**src/sv/tsc_pkg.sv**
```systemverilog
// Package for the token scanner: token kinds, character codes, keyword table,
// the token and bundle types passed between the scanner, the queue and the output stage.
// Depends on nothing.
`default_nettype none
package tsc_pkg;

  localparam int KIND_W = 5;
  localparam int LEN_W = 16;
  localparam int PREFIX_LEN = 7;
  localparam int PREFIX_IDX_W = $clog2(PREFIX_LEN);
  localparam int KW_COUNT = 7;
  localparam int SLOT_COUNT = 3;
  localparam int QUEUE_DEPTH = 4;
  localparam int QUEUE_PTR_W = $clog2(QUEUE_DEPTH);

  localparam logic [LEN_W-1:0] OUT_MAX = '1;

  localparam logic [KIND_W-1:0] KIND_EOF     = 5'd0;
  localparam logic [KIND_W-1:0] KIND_HEX     = 5'd1;
  localparam logic [KIND_W-1:0] KIND_INT     = 5'd2;
  localparam logic [KIND_W-1:0] KIND_STR     = 5'd3;
  localparam logic [KIND_W-1:0] KIND_IDENT   = 5'd4;
  localparam logic [KIND_W-1:0] KIND_KW_BASE = 5'd5;
  localparam logic [KIND_W-1:0] KIND_DOT     = 5'd12;
  localparam logic [KIND_W-1:0] KIND_LPAREN  = 5'd13;
  localparam logic [KIND_W-1:0] KIND_RPAREN  = 5'd14;
  localparam logic [KIND_W-1:0] KIND_LBRACE  = 5'd15;
  localparam logic [KIND_W-1:0] KIND_RBRACE  = 5'd16;
  localparam logic [KIND_W-1:0] KIND_SEMI    = 5'd17;
  localparam logic [KIND_W-1:0] KIND_COMMA   = 5'd18;
  localparam logic [KIND_W-1:0] KIND_ASSIGN  = 5'd19;

  localparam logic [7:0] CH_ZERO   = "0";
  localparam logic [7:0] CH_X      = "x";
  localparam logic [7:0] CH_QUOTE  = 8'h22;
  localparam logic [7:0] CH_UNDER  = "_";
  localparam logic [7:0] CH_DOT    = ".";
  localparam logic [7:0] CH_SPACE  = " ";
  localparam logic [7:0] CH_LPAREN = "(";
  localparam logic [7:0] CH_RPAREN = ")";
  localparam logic [7:0] CH_LBRACE = "{";
  localparam logic [7:0] CH_RBRACE = "}";
  localparam logic [7:0] CH_SEMI   = ";";
  localparam logic [7:0] CH_COMMA  = ",";
  localparam logic [7:0] CH_EQUAL  = "=";

  localparam logic [7:0] KW_TEXT [KW_COUNT][PREFIX_LEN] = '{
    '{"i", "f", 8'h00, 8'h00, 8'h00, 8'h00, 8'h00},
    '{"e", "l", "s", "e", 8'h00, 8'h00, 8'h00},
    '{"w", "h", "i", "l", "e", 8'h00, 8'h00},
    '{"i", "n", "t", 8'h00, 8'h00, 8'h00, 8'h00},
    '{"l", "o", "n", "g", 8'h00, 8'h00, 8'h00},
    '{"s", "t", "r", "i", "n", "g", 8'h00},
    '{"b", "o", "o", "l", 8'h00, 8'h00, 8'h00}
  };
  localparam logic [PREFIX_IDX_W-1:0] KW_LEN [KW_COUNT] = '{
    3'd2, 3'd4, 3'd5, 3'd3, 3'd4, 3'd6, 3'd4
  };

  typedef enum logic [2:0] {
    MODE_IDLE,
    MODE_ZERO,
    MODE_HEX,
    MODE_INT,
    MODE_STR,
    MODE_WORD
  } scan_mode_t;

  typedef logic [PREFIX_LEN-1:0][7:0] prefix_t;

  typedef struct packed {
    logic [KIND_W-1:0] kind;
    logic [15:0]       start_res;
    logic [LEN_W-1:0]  length;
  } token_t;

  typedef struct packed {
    logic [SLOT_COUNT-1:0]         valid;
    token_t [SLOT_COUNT-1:0]       tok;
  } bundle_t;

  function automatic logic is_digit(input logic [7:0] c);
    return c inside {["0":"9"]};
  endfunction

  function automatic logic is_alpha(input logic [7:0] c);
    return c inside {["a":"z"], ["A":"Z"]};
  endfunction

  function automatic logic is_xdigit(input logic [7:0] c);
    return c inside {["0":"9"], ["a":"f"], ["A":"F"]};
  endfunction

  function automatic logic is_space(input logic [7:0] c);
    return c inside {CH_SPACE, [8'd9:8'd13]};
  endfunction

  function automatic logic is_word(input logic [7:0] c);
    return is_alpha(c) || is_digit(c) || (c == CH_UNDER);
  endfunction

  function automatic logic [KIND_W-1:0] sym_kind(input logic [7:0] c);
    logic [KIND_W-1:0] k;
    case (c)
      CH_LPAREN: k = KIND_LPAREN;
      CH_RPAREN: k = KIND_RPAREN;
      CH_LBRACE: k = KIND_LBRACE;
      CH_RBRACE: k = KIND_RBRACE;
      CH_SEMI:   k = KIND_SEMI;
      CH_COMMA:  k = KIND_COMMA;
      CH_EQUAL:  k = KIND_ASSIGN;
      default:   k = KIND_EOF;
    endcase
    return k;
  endfunction

  // A word whose length and leading characters equal a keyword takes that keyword's kind.
  function automatic logic [KIND_W-1:0] word_kind(input prefix_t p, input logic [LEN_W-1:0] len);
    logic [KIND_W-1:0] k;
    logic              same;
    k = KIND_IDENT;
    if (len < LEN_W'(PREFIX_LEN)) begin
      for (int kw = 0; kw < KW_COUNT; kw++) begin
        same = (KW_LEN[kw] == len[PREFIX_IDX_W-1:0]);
        for (int i = 0; i < PREFIX_LEN; i++) begin
          if ((PREFIX_IDX_W'(i) < len[PREFIX_IDX_W-1:0]) && (p[i] != KW_TEXT[kw][i])) begin
            same = 1'b0;
          end
        end
        if (same && (k == KIND_IDENT)) begin
          k = KIND_KW_BASE + KIND_W'(kw);
        end
      end
    end
    return k;
  endfunction

  function automatic logic [KIND_W-1:0] close_kind(input scan_mode_t m, input prefix_t p,
                                                   input logic [LEN_W-1:0] len);
    logic [KIND_W-1:0] k;
    case (m)
      MODE_ZERO: k = KIND_INT;
      MODE_INT:  k = KIND_INT;
      MODE_HEX:  k = KIND_HEX;
      MODE_STR:  k = KIND_STR;
      MODE_WORD: k = word_kind(p, len);
      default:   k = KIND_EOF;
    endcase
    return k;
  endfunction

endpackage
`default_nettype wire

```
**src/sv/tsc_char_if.sv**
```systemverilog
// Character channel of the token scanner: valid/ready handshake, one source byte and the
// character-present and end-of-source flags. Depends on nothing.
`default_nettype none
interface tsc_char_if;
  logic       valid;
  logic       ready;
  logic [7:0] ch;
  logic       char_present;
  logic       end_of_source;

  modport source (output valid, ch, char_present, end_of_source, input ready);
  modport sink (input valid, ch, char_present, end_of_source, output ready);
endinterface
`default_nettype wire

```
**src/sv/tsc_token_if.sv**
```systemverilog
// Token channel of the token scanner: valid/ready handshake, one token and its last_of_run flag.
// Depends on nothing.
`default_nettype none
interface tsc_token_if;
  logic        valid;
  logic        ready;
  logic [4:0]  kind;
  logic [15:0] start_res;
  logic [15:0] length;
  logic        last_of_run;

  modport source (output valid, kind, start_res, length, last_of_run, input ready);
  modport sink (input valid, kind, start_res, length, last_of_run, output ready);
endinterface
`default_nettype wire

```
**src/sv/tsc_front.sv**
```systemverilog
// Scanner front end: classifies each accepted character, keeps the pending token
// and builds the bundle of up to three tokens that the character causes. Uses tsc_pkg.
`default_nettype none
module tsc_front #(
  parameter int OFFSET_BITS = 16
) (
  input  logic             clk,
  input  logic             rst_n,
  input  logic             accept,
  input  logic [7:0]       ch,
  input  logic             char_present,
  input  logic             end_of_source,
  input  logic             q_full,
  output logic             push,
  output tsc_pkg::bundle_t push_data
);
  import tsc_pkg::*;

  localparam int XW = (OFFSET_BITS > 16) ? OFFSET_BITS : 16;
  localparam logic [OFFSET_BITS-1:0] POS_MAX = '1;

  scan_mode_t             mode_r, mode_step, mode_nxt;
  logic [OFFSET_BITS-1:0] pos_r, pos_step, pos_nxt, pos_inc;
  logic [OFFSET_BITS-1:0] start_r, start_step, start_nxt;
  logic [LEN_W-1:0]       len_r, len_step, len_nxt, len_inc;
  prefix_t                prefix_r, prefix_nxt;
  logic                   consumed;
  logic                   close_now;
  logic                   char_emit;
  bundle_t                bundle;

  function automatic logic [15:0] sat_out(input logic [OFFSET_BITS-1:0] v);
    logic [XW-1:0] w;
    w = XW'(v);
    return (w > XW'(OUT_MAX)) ? OUT_MAX : w[15:0];
  endfunction

  assign pos_inc = (pos_r == POS_MAX) ? pos_r : pos_r + 1'b1;
  assign len_inc = (len_r == OUT_MAX) ? len_r : len_r + 1'b1;

  always_comb begin
    case (mode_r)
      MODE_ZERO: consumed = (ch == CH_X) || is_digit(ch);
      MODE_HEX:  consumed = is_xdigit(ch);
      MODE_INT:  consumed = is_digit(ch);
      MODE_STR:  consumed = 1'b1;
      MODE_WORD: consumed = is_word(ch);
      default:   consumed = 1'b0;
    endcase
  end

  assign close_now = char_present &&
                     (((mode_r == MODE_STR) && (ch == CH_QUOTE)) ||
                      (!consumed && (mode_r != MODE_IDLE)));
  assign char_emit = char_present && !consumed && !is_space(ch) && !is_digit(ch) &&
                     (ch != CH_QUOTE) && !is_alpha(ch);

  always_comb begin
    mode_step  = mode_r;
    start_step = start_r;
    len_step   = len_r;
    pos_step   = pos_r;
    prefix_nxt = prefix_r;
    if (char_present) begin
      pos_step = pos_inc;
      if (consumed) begin
        case (mode_r)
          MODE_ZERO: begin
            if (ch == CH_X) begin
              mode_step  = MODE_HEX;
              start_step = pos_inc;
              len_step   = '0;
            end else begin
              mode_step = MODE_INT;
              len_step  = LEN_W'(2);
            end
          end
          MODE_STR: begin
            if (ch == CH_QUOTE) begin
              mode_step = MODE_IDLE;
            end else begin
              len_step = len_inc;
            end
          end
          MODE_WORD: begin
            if (len_r < LEN_W'(PREFIX_LEN)) begin
              prefix_nxt[len_r[PREFIX_IDX_W-1:0]] = ch;
            end
            len_step = len_inc;
          end
          default: begin
            len_step = len_inc;
          end
        endcase
      end else begin
        mode_step = MODE_IDLE;
        if (ch == CH_ZERO) begin
          mode_step  = MODE_ZERO;
          start_step = pos_r;
          len_step   = LEN_W'(1);
        end else if (is_digit(ch)) begin
          mode_step  = MODE_INT;
          start_step = pos_r;
          len_step   = LEN_W'(1);
        end else if (ch == CH_QUOTE) begin
          mode_step  = MODE_STR;
          start_step = pos_inc;
          len_step   = '0;
        end else if (is_alpha(ch)) begin
          mode_step     = MODE_WORD;
          start_step    = pos_r;
          len_step      = LEN_W'(1);
          prefix_nxt[0] = ch;
        end
      end
    end
    if (end_of_source) begin
      mode_nxt  = MODE_IDLE;
      pos_nxt   = '0;
      start_nxt = '0;
      len_nxt   = '0;
    end else begin
      mode_nxt  = mode_step;
      pos_nxt   = pos_step;
      start_nxt = start_step;
      len_nxt   = len_step;
    end
  end

  // Slot 0 closes the pending token, slot 1 is a one-character token or the token
  // closed at end of source, and slot 2 is the end token.
  always_comb begin
    bundle = '0;
    if (close_now) begin
      bundle.valid[0]         = 1'b1;
      bundle.tok[0].kind      = close_kind(mode_r, prefix_r, len_r);
      bundle.tok[0].start_res = sat_out(start_r);
      bundle.tok[0].length    = len_r;
    end
    if (char_emit) begin
      bundle.valid[1]         = 1'b1;
      bundle.tok[1].start_res = sat_out(pos_r);
      if (ch == CH_DOT) begin
        bundle.tok[1].kind   = KIND_DOT;
        bundle.tok[1].length = '0;
      end else begin
        bundle.tok[1].kind   = sym_kind(ch);
        bundle.tok[1].length = (sym_kind(ch) == KIND_EOF) ? '0 : LEN_W'(1);
      end
    end else if (end_of_source && (mode_step != MODE_IDLE)) begin
      bundle.valid[1]         = 1'b1;
      bundle.tok[1].kind      = close_kind(mode_step, prefix_nxt, len_step);
      bundle.tok[1].start_res = sat_out(start_step);
      bundle.tok[1].length    = len_step;
    end
    if (end_of_source) begin
      bundle.valid[2]         = 1'b1;
      bundle.tok[2].kind      = KIND_EOF;
      bundle.tok[2].start_res = sat_out(pos_step);
      bundle.tok[2].length    = '0;
    end
  end

  assign push      = accept && (bundle.valid != '0);
  assign push_data = bundle;

  always_ff @(posedge clk) begin
    if (!rst_n) begin
      mode_r  <= MODE_IDLE;
      pos_r   <= '0;
      start_r <= '0;
      len_r   <= '0;
    end else if (accept) begin
      mode_r  <= mode_nxt;
      pos_r   <= pos_nxt;
      start_r <= start_nxt;
      len_r   <= len_nxt;
    end
  end

  always_ff @(posedge clk) begin
    if (accept) begin
      prefix_r <= prefix_nxt;
    end
  end

`ifndef SYNTHESIS
  // The end of a source text leaves the scanner as reset leaves it.
  a_end_restarts: assert property (@(posedge clk) disable iff (!rst_n)
    accept && end_of_source |=> (mode_r == MODE_IDLE) && (pos_r == '0))
    else $error("scanner state not cleared after end of source");

  // Nothing is pushed into a full queue.
  a_no_push_full: assert property (@(posedge clk) disable iff (!rst_n)
    push |-> !q_full)
    else $error("bundle pushed while the queue is full");
`endif

endmodule
`default_nettype wire

```
**src/sv/tsc_queue.sv**
```systemverilog
// Short queue of token bundles between the scanner front end and the output stage.
// Uses tsc_pkg.
`default_nettype none
module tsc_queue (
  input  logic             clk,
  input  logic             rst_n,
  input  logic             push,
  input  tsc_pkg::bundle_t push_data,
  output logic             full,
  input  logic             pop,
  output tsc_pkg::bundle_t head,
  output logic             nonempty
);
  import tsc_pkg::*;

  bundle_t                entry_r [QUEUE_DEPTH];
  logic [QUEUE_PTR_W-1:0] wr_ptr_r, rd_ptr_r;
  logic [QUEUE_PTR_W:0]   count_r, count_nxt;

  assign full     = (count_r == (QUEUE_PTR_W + 1)'(QUEUE_DEPTH));
  assign nonempty = (count_r != '0);
  assign head     = entry_r[rd_ptr_r];

  always_comb begin
    count_nxt = count_r;
    if (push && !pop) begin
      count_nxt = count_r + 1'b1;
    end else if (pop && !push) begin
      count_nxt = count_r - 1'b1;
    end
  end

  always_ff @(posedge clk) begin
    if (!rst_n) begin
      wr_ptr_r <= '0;
      rd_ptr_r <= '0;
      count_r  <= '0;
    end else begin
      if (push) begin
        wr_ptr_r <= wr_ptr_r + 1'b1;
      end
      if (pop) begin
        rd_ptr_r <= rd_ptr_r + 1'b1;
      end
      count_r <= count_nxt;
    end
  end

  always_ff @(posedge clk) begin
    if (push) begin
      entry_r[wr_ptr_r] <= push_data;
    end
  end

`ifndef SYNTHESIS
  a_no_pop_empty: assert property (@(posedge clk) disable iff (!rst_n)
    pop |-> nonempty)
    else $error("queue popped while empty");
`endif

endmodule
`default_nettype wire

```
**src/sv/tsc_back.sv**
```systemverilog
// Output stage: walks the valid slots of the head bundle, one token per transfer,
// into a registered output and marks the last token of each bundle. Uses tsc_pkg.
`default_nettype none
module tsc_back (
  input  logic             clk,
  input  logic             rst_n,
  input  logic             q_nonempty,
  input  tsc_pkg::bundle_t q_head,
  output logic             pop,
  output logic             out_valid,
  input  logic             out_ready,
  output tsc_pkg::token_t  out_tok,
  output logic             out_last
);
  import tsc_pkg::*;

  logic [SLOT_COUNT-1:0] sent_r;
  logic [SLOT_COUNT-1:0] remaining;
  logic [SLOT_COUNT-1:0] sel_mask;
  logic [1:0]            sel_idx;
  logic                  last;
  logic                  load;
  logic                  out_valid_r;
  token_t                out_tok_r;
  logic                  out_last_r;

  assign remaining = q_head.valid & ~sent_r;

  always_comb begin
    if (remaining[0]) begin
      sel_idx = 2'd0;
    end else if (remaining[1]) begin
      sel_idx = 2'd1;
    end else begin
      sel_idx = 2'd2;
    end
    sel_mask = SLOT_COUNT'(1) << sel_idx;
  end

  assign last = ((remaining & ~sel_mask) == '0);
  assign load = q_nonempty && (!out_valid_r || out_ready);
  assign pop  = load && last;

  always_ff @(posedge clk) begin
    if (!rst_n) begin
      out_valid_r <= 1'b0;
      sent_r      <= '0;
    end else begin
      if (load) begin
        out_valid_r <= 1'b1;
        sent_r      <= last ? '0 : (sent_r | sel_mask);
      end else if (out_ready) begin
        out_valid_r <= 1'b0;
      end
    end
  end

  always_ff @(posedge clk) begin
    if (load) begin
      out_tok_r  <= q_head.tok[sel_idx];
      out_last_r <= last;
    end
  end

  assign out_valid = out_valid_r;
  assign out_tok   = out_tok_r;
  assign out_last  = out_last_r;

`ifndef SYNTHESIS
  // A queued bundle always has a token left that has not yet been sent.
  a_head_has_token: assert property (@(posedge clk) disable iff (!rst_n)
    q_nonempty |-> (remaining != '0))
    else $error("head bundle has no token left to send");
`endif

endmodule
`default_nettype wire

```
**src/sv/token_scanner_top.sv**
```systemverilog
// Token scanner top level: a character channel in, a token channel out.
// Depends on tsc_pkg, tsc_char_if, tsc_token_if, tsc_front, tsc_queue and tsc_back.
//
// The scanner takes one source character per cycle while the queue is not full and turns
// the text into tokens of kind, start offset and length, skipping whitespace and checking
// words against seven keywords. A character is classified in the cycle it is transferred;
// the up to three tokens it causes travel together as one bundle through a four-entry queue
// to the output register, which sends one token per cycle while the receiver is ready; the
// first token of a character is held in a queue entry and then in the output register. A
// character that causes several tokens holds the output until each is sent; the queue takes
// further characters meanwhile until it fills. The last token caused by a character carries
// last_of_run. No clearing pass follows reset; characters are taken once reset is released.
`default_nettype none
module token_scanner_top #(
  parameter int OFFSET_BITS = 16
) (
  input  logic          clk,
  input  logic          rst_n,
  tsc_char_if.sink      in_stream,
  tsc_token_if.source   out_stream
);
  import tsc_pkg::*;

  logic    accept;
  logic    push;
  logic    q_full;
  logic    q_nonempty;
  logic    pop;
  bundle_t push_data;
  bundle_t q_head;
  token_t  out_tok;
  logic    out_last;
  logic    out_valid;

  assign in_stream.ready = !q_full;
  assign accept          = in_stream.valid && !q_full;

  tsc_front #(
    .OFFSET_BITS (OFFSET_BITS)
  ) u_front (
    .clk           (clk),
    .rst_n         (rst_n),
    .accept        (accept),
    .ch            (in_stream.ch),
    .char_present  (in_stream.char_present),
    .end_of_source (in_stream.end_of_source),
    .q_full        (q_full),
    .push          (push),
    .push_data     (push_data)
  );

  tsc_queue u_queue (
    .clk       (clk),
    .rst_n     (rst_n),
    .push      (push),
    .push_data (push_data),
    .full      (q_full),
    .pop       (pop),
    .head      (q_head),
    .nonempty  (q_nonempty)
  );

  tsc_back u_back (
    .clk        (clk),
    .rst_n      (rst_n),
    .q_nonempty (q_nonempty),
    .q_head     (q_head),
    .pop        (pop),
    .out_valid  (out_valid),
    .out_ready  (out_stream.ready),
    .out_tok    (out_tok),
    .out_last   (out_last)
  );

  assign out_stream.valid       = out_valid;
  assign out_stream.kind        = out_tok.kind;
  assign out_stream.start_res   = out_tok.start_res;
  assign out_stream.length      = out_tok.length;
  assign out_stream.last_of_run = out_last;

endmodule
`default_nettype wire
```
**src/flat_wrapper.sv**
```systemverilog
// flat-port wrapper written by rule: the top's interface ports become plain ports
module token_scanner_top_flat import tsc_pkg::*;
#(
  parameter int OFFSET_BITS = 16
)
  (clk, rst_n, in_stream_valid, in_stream_ch, in_stream_char_present, in_stream_end_of_source, in_stream_ready, out_stream_valid, out_stream_kind, out_stream_start_res, out_stream_length, out_stream_last_of_run, out_stream_ready);
  tsc_char_if in_stream_i ();
  tsc_token_if out_stream_i ();
  input  logic clk;
  input  logic rst_n;
  input wire logic [$bits(in_stream_i.valid)-1:0] in_stream_valid;
  input wire logic [$bits(in_stream_i.ch)-1:0] in_stream_ch;
  input wire logic [$bits(in_stream_i.char_present)-1:0] in_stream_char_present;
  input wire logic [$bits(in_stream_i.end_of_source)-1:0] in_stream_end_of_source;
  output wire logic [$bits(in_stream_i.ready)-1:0] in_stream_ready;
  output wire logic [$bits(out_stream_i.valid)-1:0] out_stream_valid;
  output wire logic [$bits(out_stream_i.kind)-1:0] out_stream_kind;
  output wire logic [$bits(out_stream_i.start_res)-1:0] out_stream_start_res;
  output wire logic [$bits(out_stream_i.length)-1:0] out_stream_length;
  output wire logic [$bits(out_stream_i.last_of_run)-1:0] out_stream_last_of_run;
  input wire logic [$bits(out_stream_i.ready)-1:0] out_stream_ready;
  assign in_stream_i.valid = in_stream_valid;
  assign in_stream_i.ch = in_stream_ch;
  assign in_stream_i.char_present = in_stream_char_present;
  assign in_stream_i.end_of_source = in_stream_end_of_source;
  assign in_stream_ready = in_stream_i.ready;
  assign out_stream_valid = out_stream_i.valid;
  assign out_stream_kind = out_stream_i.kind;
  assign out_stream_start_res = out_stream_i.start_res;
  assign out_stream_length = out_stream_i.length;
  assign out_stream_last_of_run = out_stream_i.last_of_run;
  assign out_stream_i.ready = out_stream_ready;
  token_scanner_top #(.OFFSET_BITS(OFFSET_BITS)) u_core (.clk(clk), .rst_n(rst_n), .in_stream(in_stream_i), .out_stream(out_stream_i));
endmodule
```
**config.mk**
```make
export PLATFORM = sky130hd
export DESIGN_NAME = token_scanner_top_flat
export DESIGN_NICKNAME = d
export VERILOG_FILES = /design/src/sv/tsc_pkg.sv /design/src/sv/tsc_char_if.sv /design/src/sv/tsc_token_if.sv /design/src/sv/tsc_front.sv /design/src/sv/tsc_queue.sv /design/src/sv/tsc_back.sv /design/src/sv/token_scanner_top.sv /design/src/flat_wrapper.sv
export SDC_FILE = /design/constraint.sdc
export NUM_CORES = 1
export LEC_CHECK = 0
export BUFFER_PORTS_ARGS = -buffer_cell sky130_fd_sc_hd__buf_2
export CORE_MARGIN = 2
export CORE_UTILIZATION = 35
export DETAILED_ROUTE_END_ITERATION = 10
export GPL_ROUTABILITY_DRIVEN = 0
export GPL_TIMING_DRIVEN = 1
export MAX_ROUTING_LAYER = met4
export PLACE_DENSITY_LB_ADDON = 0.2
export SLEW_MARGIN = 20
export SYNTH_ARGS = -nofsm -noshare
export SYNTH_HDL_FRONTEND = slang
export SYNTH_SLANG_ARGS = --single-unit
```
**constraint.sdc**
```tcl
create_clock -name clk -period 15.8 [get_ports clk]
set_clock_uncertainty 0.1 [all_clocks]
set_input_delay 1.58 -clock clk [delete_from_list [all_inputs] [get_ports clk]]
set_output_delay 1.58 -clock clk [all_outputs]
set_load 0.02 [all_outputs]
```
==> flow_summary.json <==
{
  "pin_count": 54,
  "holdPathStages": 1,
  "ctsHoldBuffers": 0,
  "cts_resized": 0,
  "ys_types": 95,
  "drive_above_1_share_pct": 13.38,
  "crit_fanout": 24,
  "synth-seq-cells": 526,
  "synth_area_um2": 24990,
  "min_from": "u_core.u_back.sent_r[2]",
  "first_global_vias": 16550,
  "cts_root_buffer": "clkbuf_16",
  "cp.required_ns": 16.02,
  "r2r_cells": 11,
  "avgSynthCellArea_um2": 12.31,
  "n_fill_cell": 6700,
  "antenna_found_initial": 3,
  "ir_worst_vdd_uv": 75.49,
  "p_int_mw": 2.781,
  "leakagePower_nw": 8.970,
  "seq_area_frac_synth_pct": 60.63,
  "synthesis.nets": 2055,
  "drt_iter0_markers": 1871,
  "rows": 97,
  "grt_start_max_net_pins": 85,
  "wl_per_cell_um": 23.28,
  "cp_cell_sequence": "buf_2 -> nor2b_1 -> nand4_1 -> o211ai_2 -> o21ai_0 -> buf_4 -> o221ai_1 -> o31ai_1 -> o2111ai_1 -> nor4_1 -> a41o_1 -> a311oi_1 -> o21ai_1",
  "place_hpwl_mm": 45.26,
  "vias": 17400,
  "grt_pass1_wl_mm": 106.8,
  "rsz0062_at_grt": "false",
  "reg2reg_to": "u_core.u_queue.entry_r[0][69]",
  "switchingPower_mw": 1.249,
  "slowest_delay_ns": 0.76,
  "htreeDepth": 2,
  "post-route-period-util_pct": 38.88,
  "drcViolationCount": 0,
  "switching_share_pct": 31.00,
  "dr.pass1.iters": 6,
  "cts_setup_buffers": 0,
  "cts_buffers": 59,
  "clkTransAtPathRegs_ns": 0.06,
  "crit_type": "primary input to flop",
  "p_per_area_nw_per_um2": 144.2,
  "slew_viol_final": 0,
  "cts_buffer_depth": 3,
  "cp.arrival_ns": 6.36,
  "core_area_um2": 70390,
  "cts_tree": "done",
  "worst_hold_slack_ns": 0.3791,
  "synth_flop_cell": "edfxtp_1",
  "drt-total-wl_mm": 70.16,
  "r2r-start": "u_core.u_front.mode_r[2]",
  "chipWidth_um": 271.2,
  "tightest_slew_ns": 1.060,
  "async_flop_share_pct": 0,
  "maxCapViolCount": 0,
  "cp.buffers_inverters": 2,
  "nets": 2047,
  "setup_tns_ns": 0,
  "p_seq_share_pct": 44.4,
  "run_status": "finished, final reports clean",
  "synth_cells": 2030,
  "yosys_warnings": 0,
  "cp-start-kind": "primary input",
  "synth_edf_count": 462,
  "clk_latency_ns": 0.63,
  "cp_slowest_cell": "nand4_1",
  "hold_viol_final": 0,
  "r2r_slack_ns": 10.27,
  "max_freq_mhz": 162.8,
  "worstSetupEndpointType": "flop",
  "grt-ovfl-total": 0,
  "portBuffers": 53,
  "syn2layout_area_growth_pct": 11.86,
  "die_h_um": 271.2,
  "combPwrFrac_pct": 23.5,
  "cts_sinks": 526,
  "pwr-share-clk_pct": 32.1,
  "die_area_um2": 73570,
  "setup_viol": 0,
  "hold_path_class": "flop to flop",
  "start_util_pct": 35.51,
  "p_total_mw": 4.031,
  "vias_per_cell": 5.773,
  "hold_path_end": "u_core.u_back.sent_r[2]",
  "drtAntennaViolNets": 0,
  "relSlewSlack_pct": 29.07,
  "grt_usage_pct": 19.28,
  "crit_family": "compound AO/OA/AOI/OAI gates",
  "fin_crit_ns": 6.143
}
-- placed cells by master (no fill, tap or decap), drive strengths merged, types with 19 or more instances in the layout --
cell type / netlist / layout
a211oi: 26 / 26
a21o: 24 / 24
a21oi: 94 / 94
a221oi: 42 / 42
a22oi: 64 / 64
and2: 74 / 74
and3: 19 / 19
buf: 25 / 81
clkbuf: 125 / 73
clkinv: 2 / 30
dfxtp: 64 / 64
edfxtp: 462 / 462
inv: 39 / 42
mux2: 21 / 21
mux2i: 33 / 33
mux4: 52 / 52
nand2: 155 / 155
nand3: 43 / 43
nand4: 29 / 29
nor2: 101 / 101
nor2b: 53 / 53
nor3: 46 / 46
nor4: 32 / 32
o21ai: 139 / 139
o22ai: 20 / 20
-- power by group through the flow --
stage | sequential (mW) | clock (mW) | combinational, mW
global placement | 1.82 | 0 | 0.956
finish | 1.79 | 1.29 | 0.949
detailed placement | 1.82 | 0 | 0.964
floorplan | 1.85 | 0 | 0.627
CTS | 1.79 | 1.33 | 0.968
global route | 1.81 | 1.38 | 1.04
-- area by class of cell --
class                           count  area, um^2  area share (%)
Inverter                           41       153.9          0.5505
Antenna cell                        3       7.507         0.02685
Tap cell                          940        1176           4.207
Clock buffer                       73        1539           5.505
Timing Repair Buffer               81       475.5           1.701
Multi-Input combinational cell   1313        9151           32.73
Clock inverter                     37       292.8           1.047
Sequential cell                   526       15160           54.23
-- sequential cells by signal, indices dropped and copies added, names as in the netlist, named ones only --
register                 flops
u_core.u_back.out_valid      1
u_core.u_queue.count_r       3
u_core.u_front.prefix_r     56
u_core.u_queue.rd_ptr_r      2
u_core.u_front.start_r      16
u_core.u_back.out_tok       37
u_core.u_back.sent_r         3
u_core.u_back.out_last       1
u_core.u_queue.entry_r     368
u_core.u_queue.wr_ptr_r      2
u_core.u_front.len_r        16
u_core.u_front.mode_r        3
u_core.u_front.pos_r        16
-- metrics by stage --
stage	instance area [um^2]	setup WS, ns	util [%]	instances
2_1_floorplan	24990	9.015	-	2030
3_3_place_gp	26110	9.243	37.10	2901
3_5_place_dp	26110	9.175	37.10	2901
4_1_cts	27950	9.785	39.70	3011
5_1_grt	27950	9.294	39.71	3012
6_report	27960	9.657	39.72	3014
-- kinds of logic after synthesis --
group	share of synthesized area, %
and+or+nand+nor	13.74
buffers and inverters	2.989
adders and majority gates	0.6207
xor gates and xnor gates	0.9461
AOI/OAI and AO/OA	14.12
DFF	60.63
muxes	6.953
-- metal layers --
layer	global-route usage, %	part of all wire (%)	up-vias
met3	3.087	7.5	162
li1	-	-	7886
met2	27.44	43	778
met1	28.09	47	8574
met5	-	0	-
met4	6.058	2.9	0
-- synthesized netlist by cell type, types with 19 or more instances --
master | count | area share [%]
o22ai_1 | 20 | 0.50
and3_1 | 19 | 0.48
mux2_2 | 21 | 0.95
a21oi_1 | 92 | 1.8
a221oi_1 | 41 | 1.4
a22oi_1 | 64 | 1.9
nand4_1 | 29 | 0.73
dfxtp_1 | 64 | 5.1
mux2i_1 | 33 | 1.3
nand2_1 | 155 | 2.3
edfxtp_1 | 462 | 56
nor4_1 | 30 | 0.75
nor2_1 | 101 | 1.5
a211oi_1 | 25 | 0.75
nand3_1 | 43 | 0.86
and2_1 | 74 | 1.9
o21ai_0 | 131 | 2.6
clkbuf_1 | 125 | 1.9
a21o_1 | 24 | 0.72
inv_1 | 39 | 0.59
nor2b_1 | 53 | 1.3
nor3_1 | 44 | 0.88
mux4_2 | 52 | 4.7
-- how the worst max path moves through the flow --
stage	cells past startpoint	from	to	slack, ns
5_1_grt	13	in_stream_ch[3]	u_core.u_queue.entry_r[0][69]	9.29
4_1_cts	13	in_stream_ch[3]	u_core.u_queue.entry_r[0][69]	9.78
3_3_place_gp	13	in_stream_ch[3]	u_core.u_queue.entry_r[0][69]	9.24
2_1_floorplan	11	in_stream_ch[0]	u_core.u_queue.entry_r[0][0]	9.01
6_report	13	in_stream_ch[3]	u_core.u_queue.entry_r[0][69]	9.66
3_5_place_dp	13	in_stream_ch[3]	u_core.u_queue.entry_r[0][69]	9.17
No activity file was read; power rests on OpenSTA's default activity.
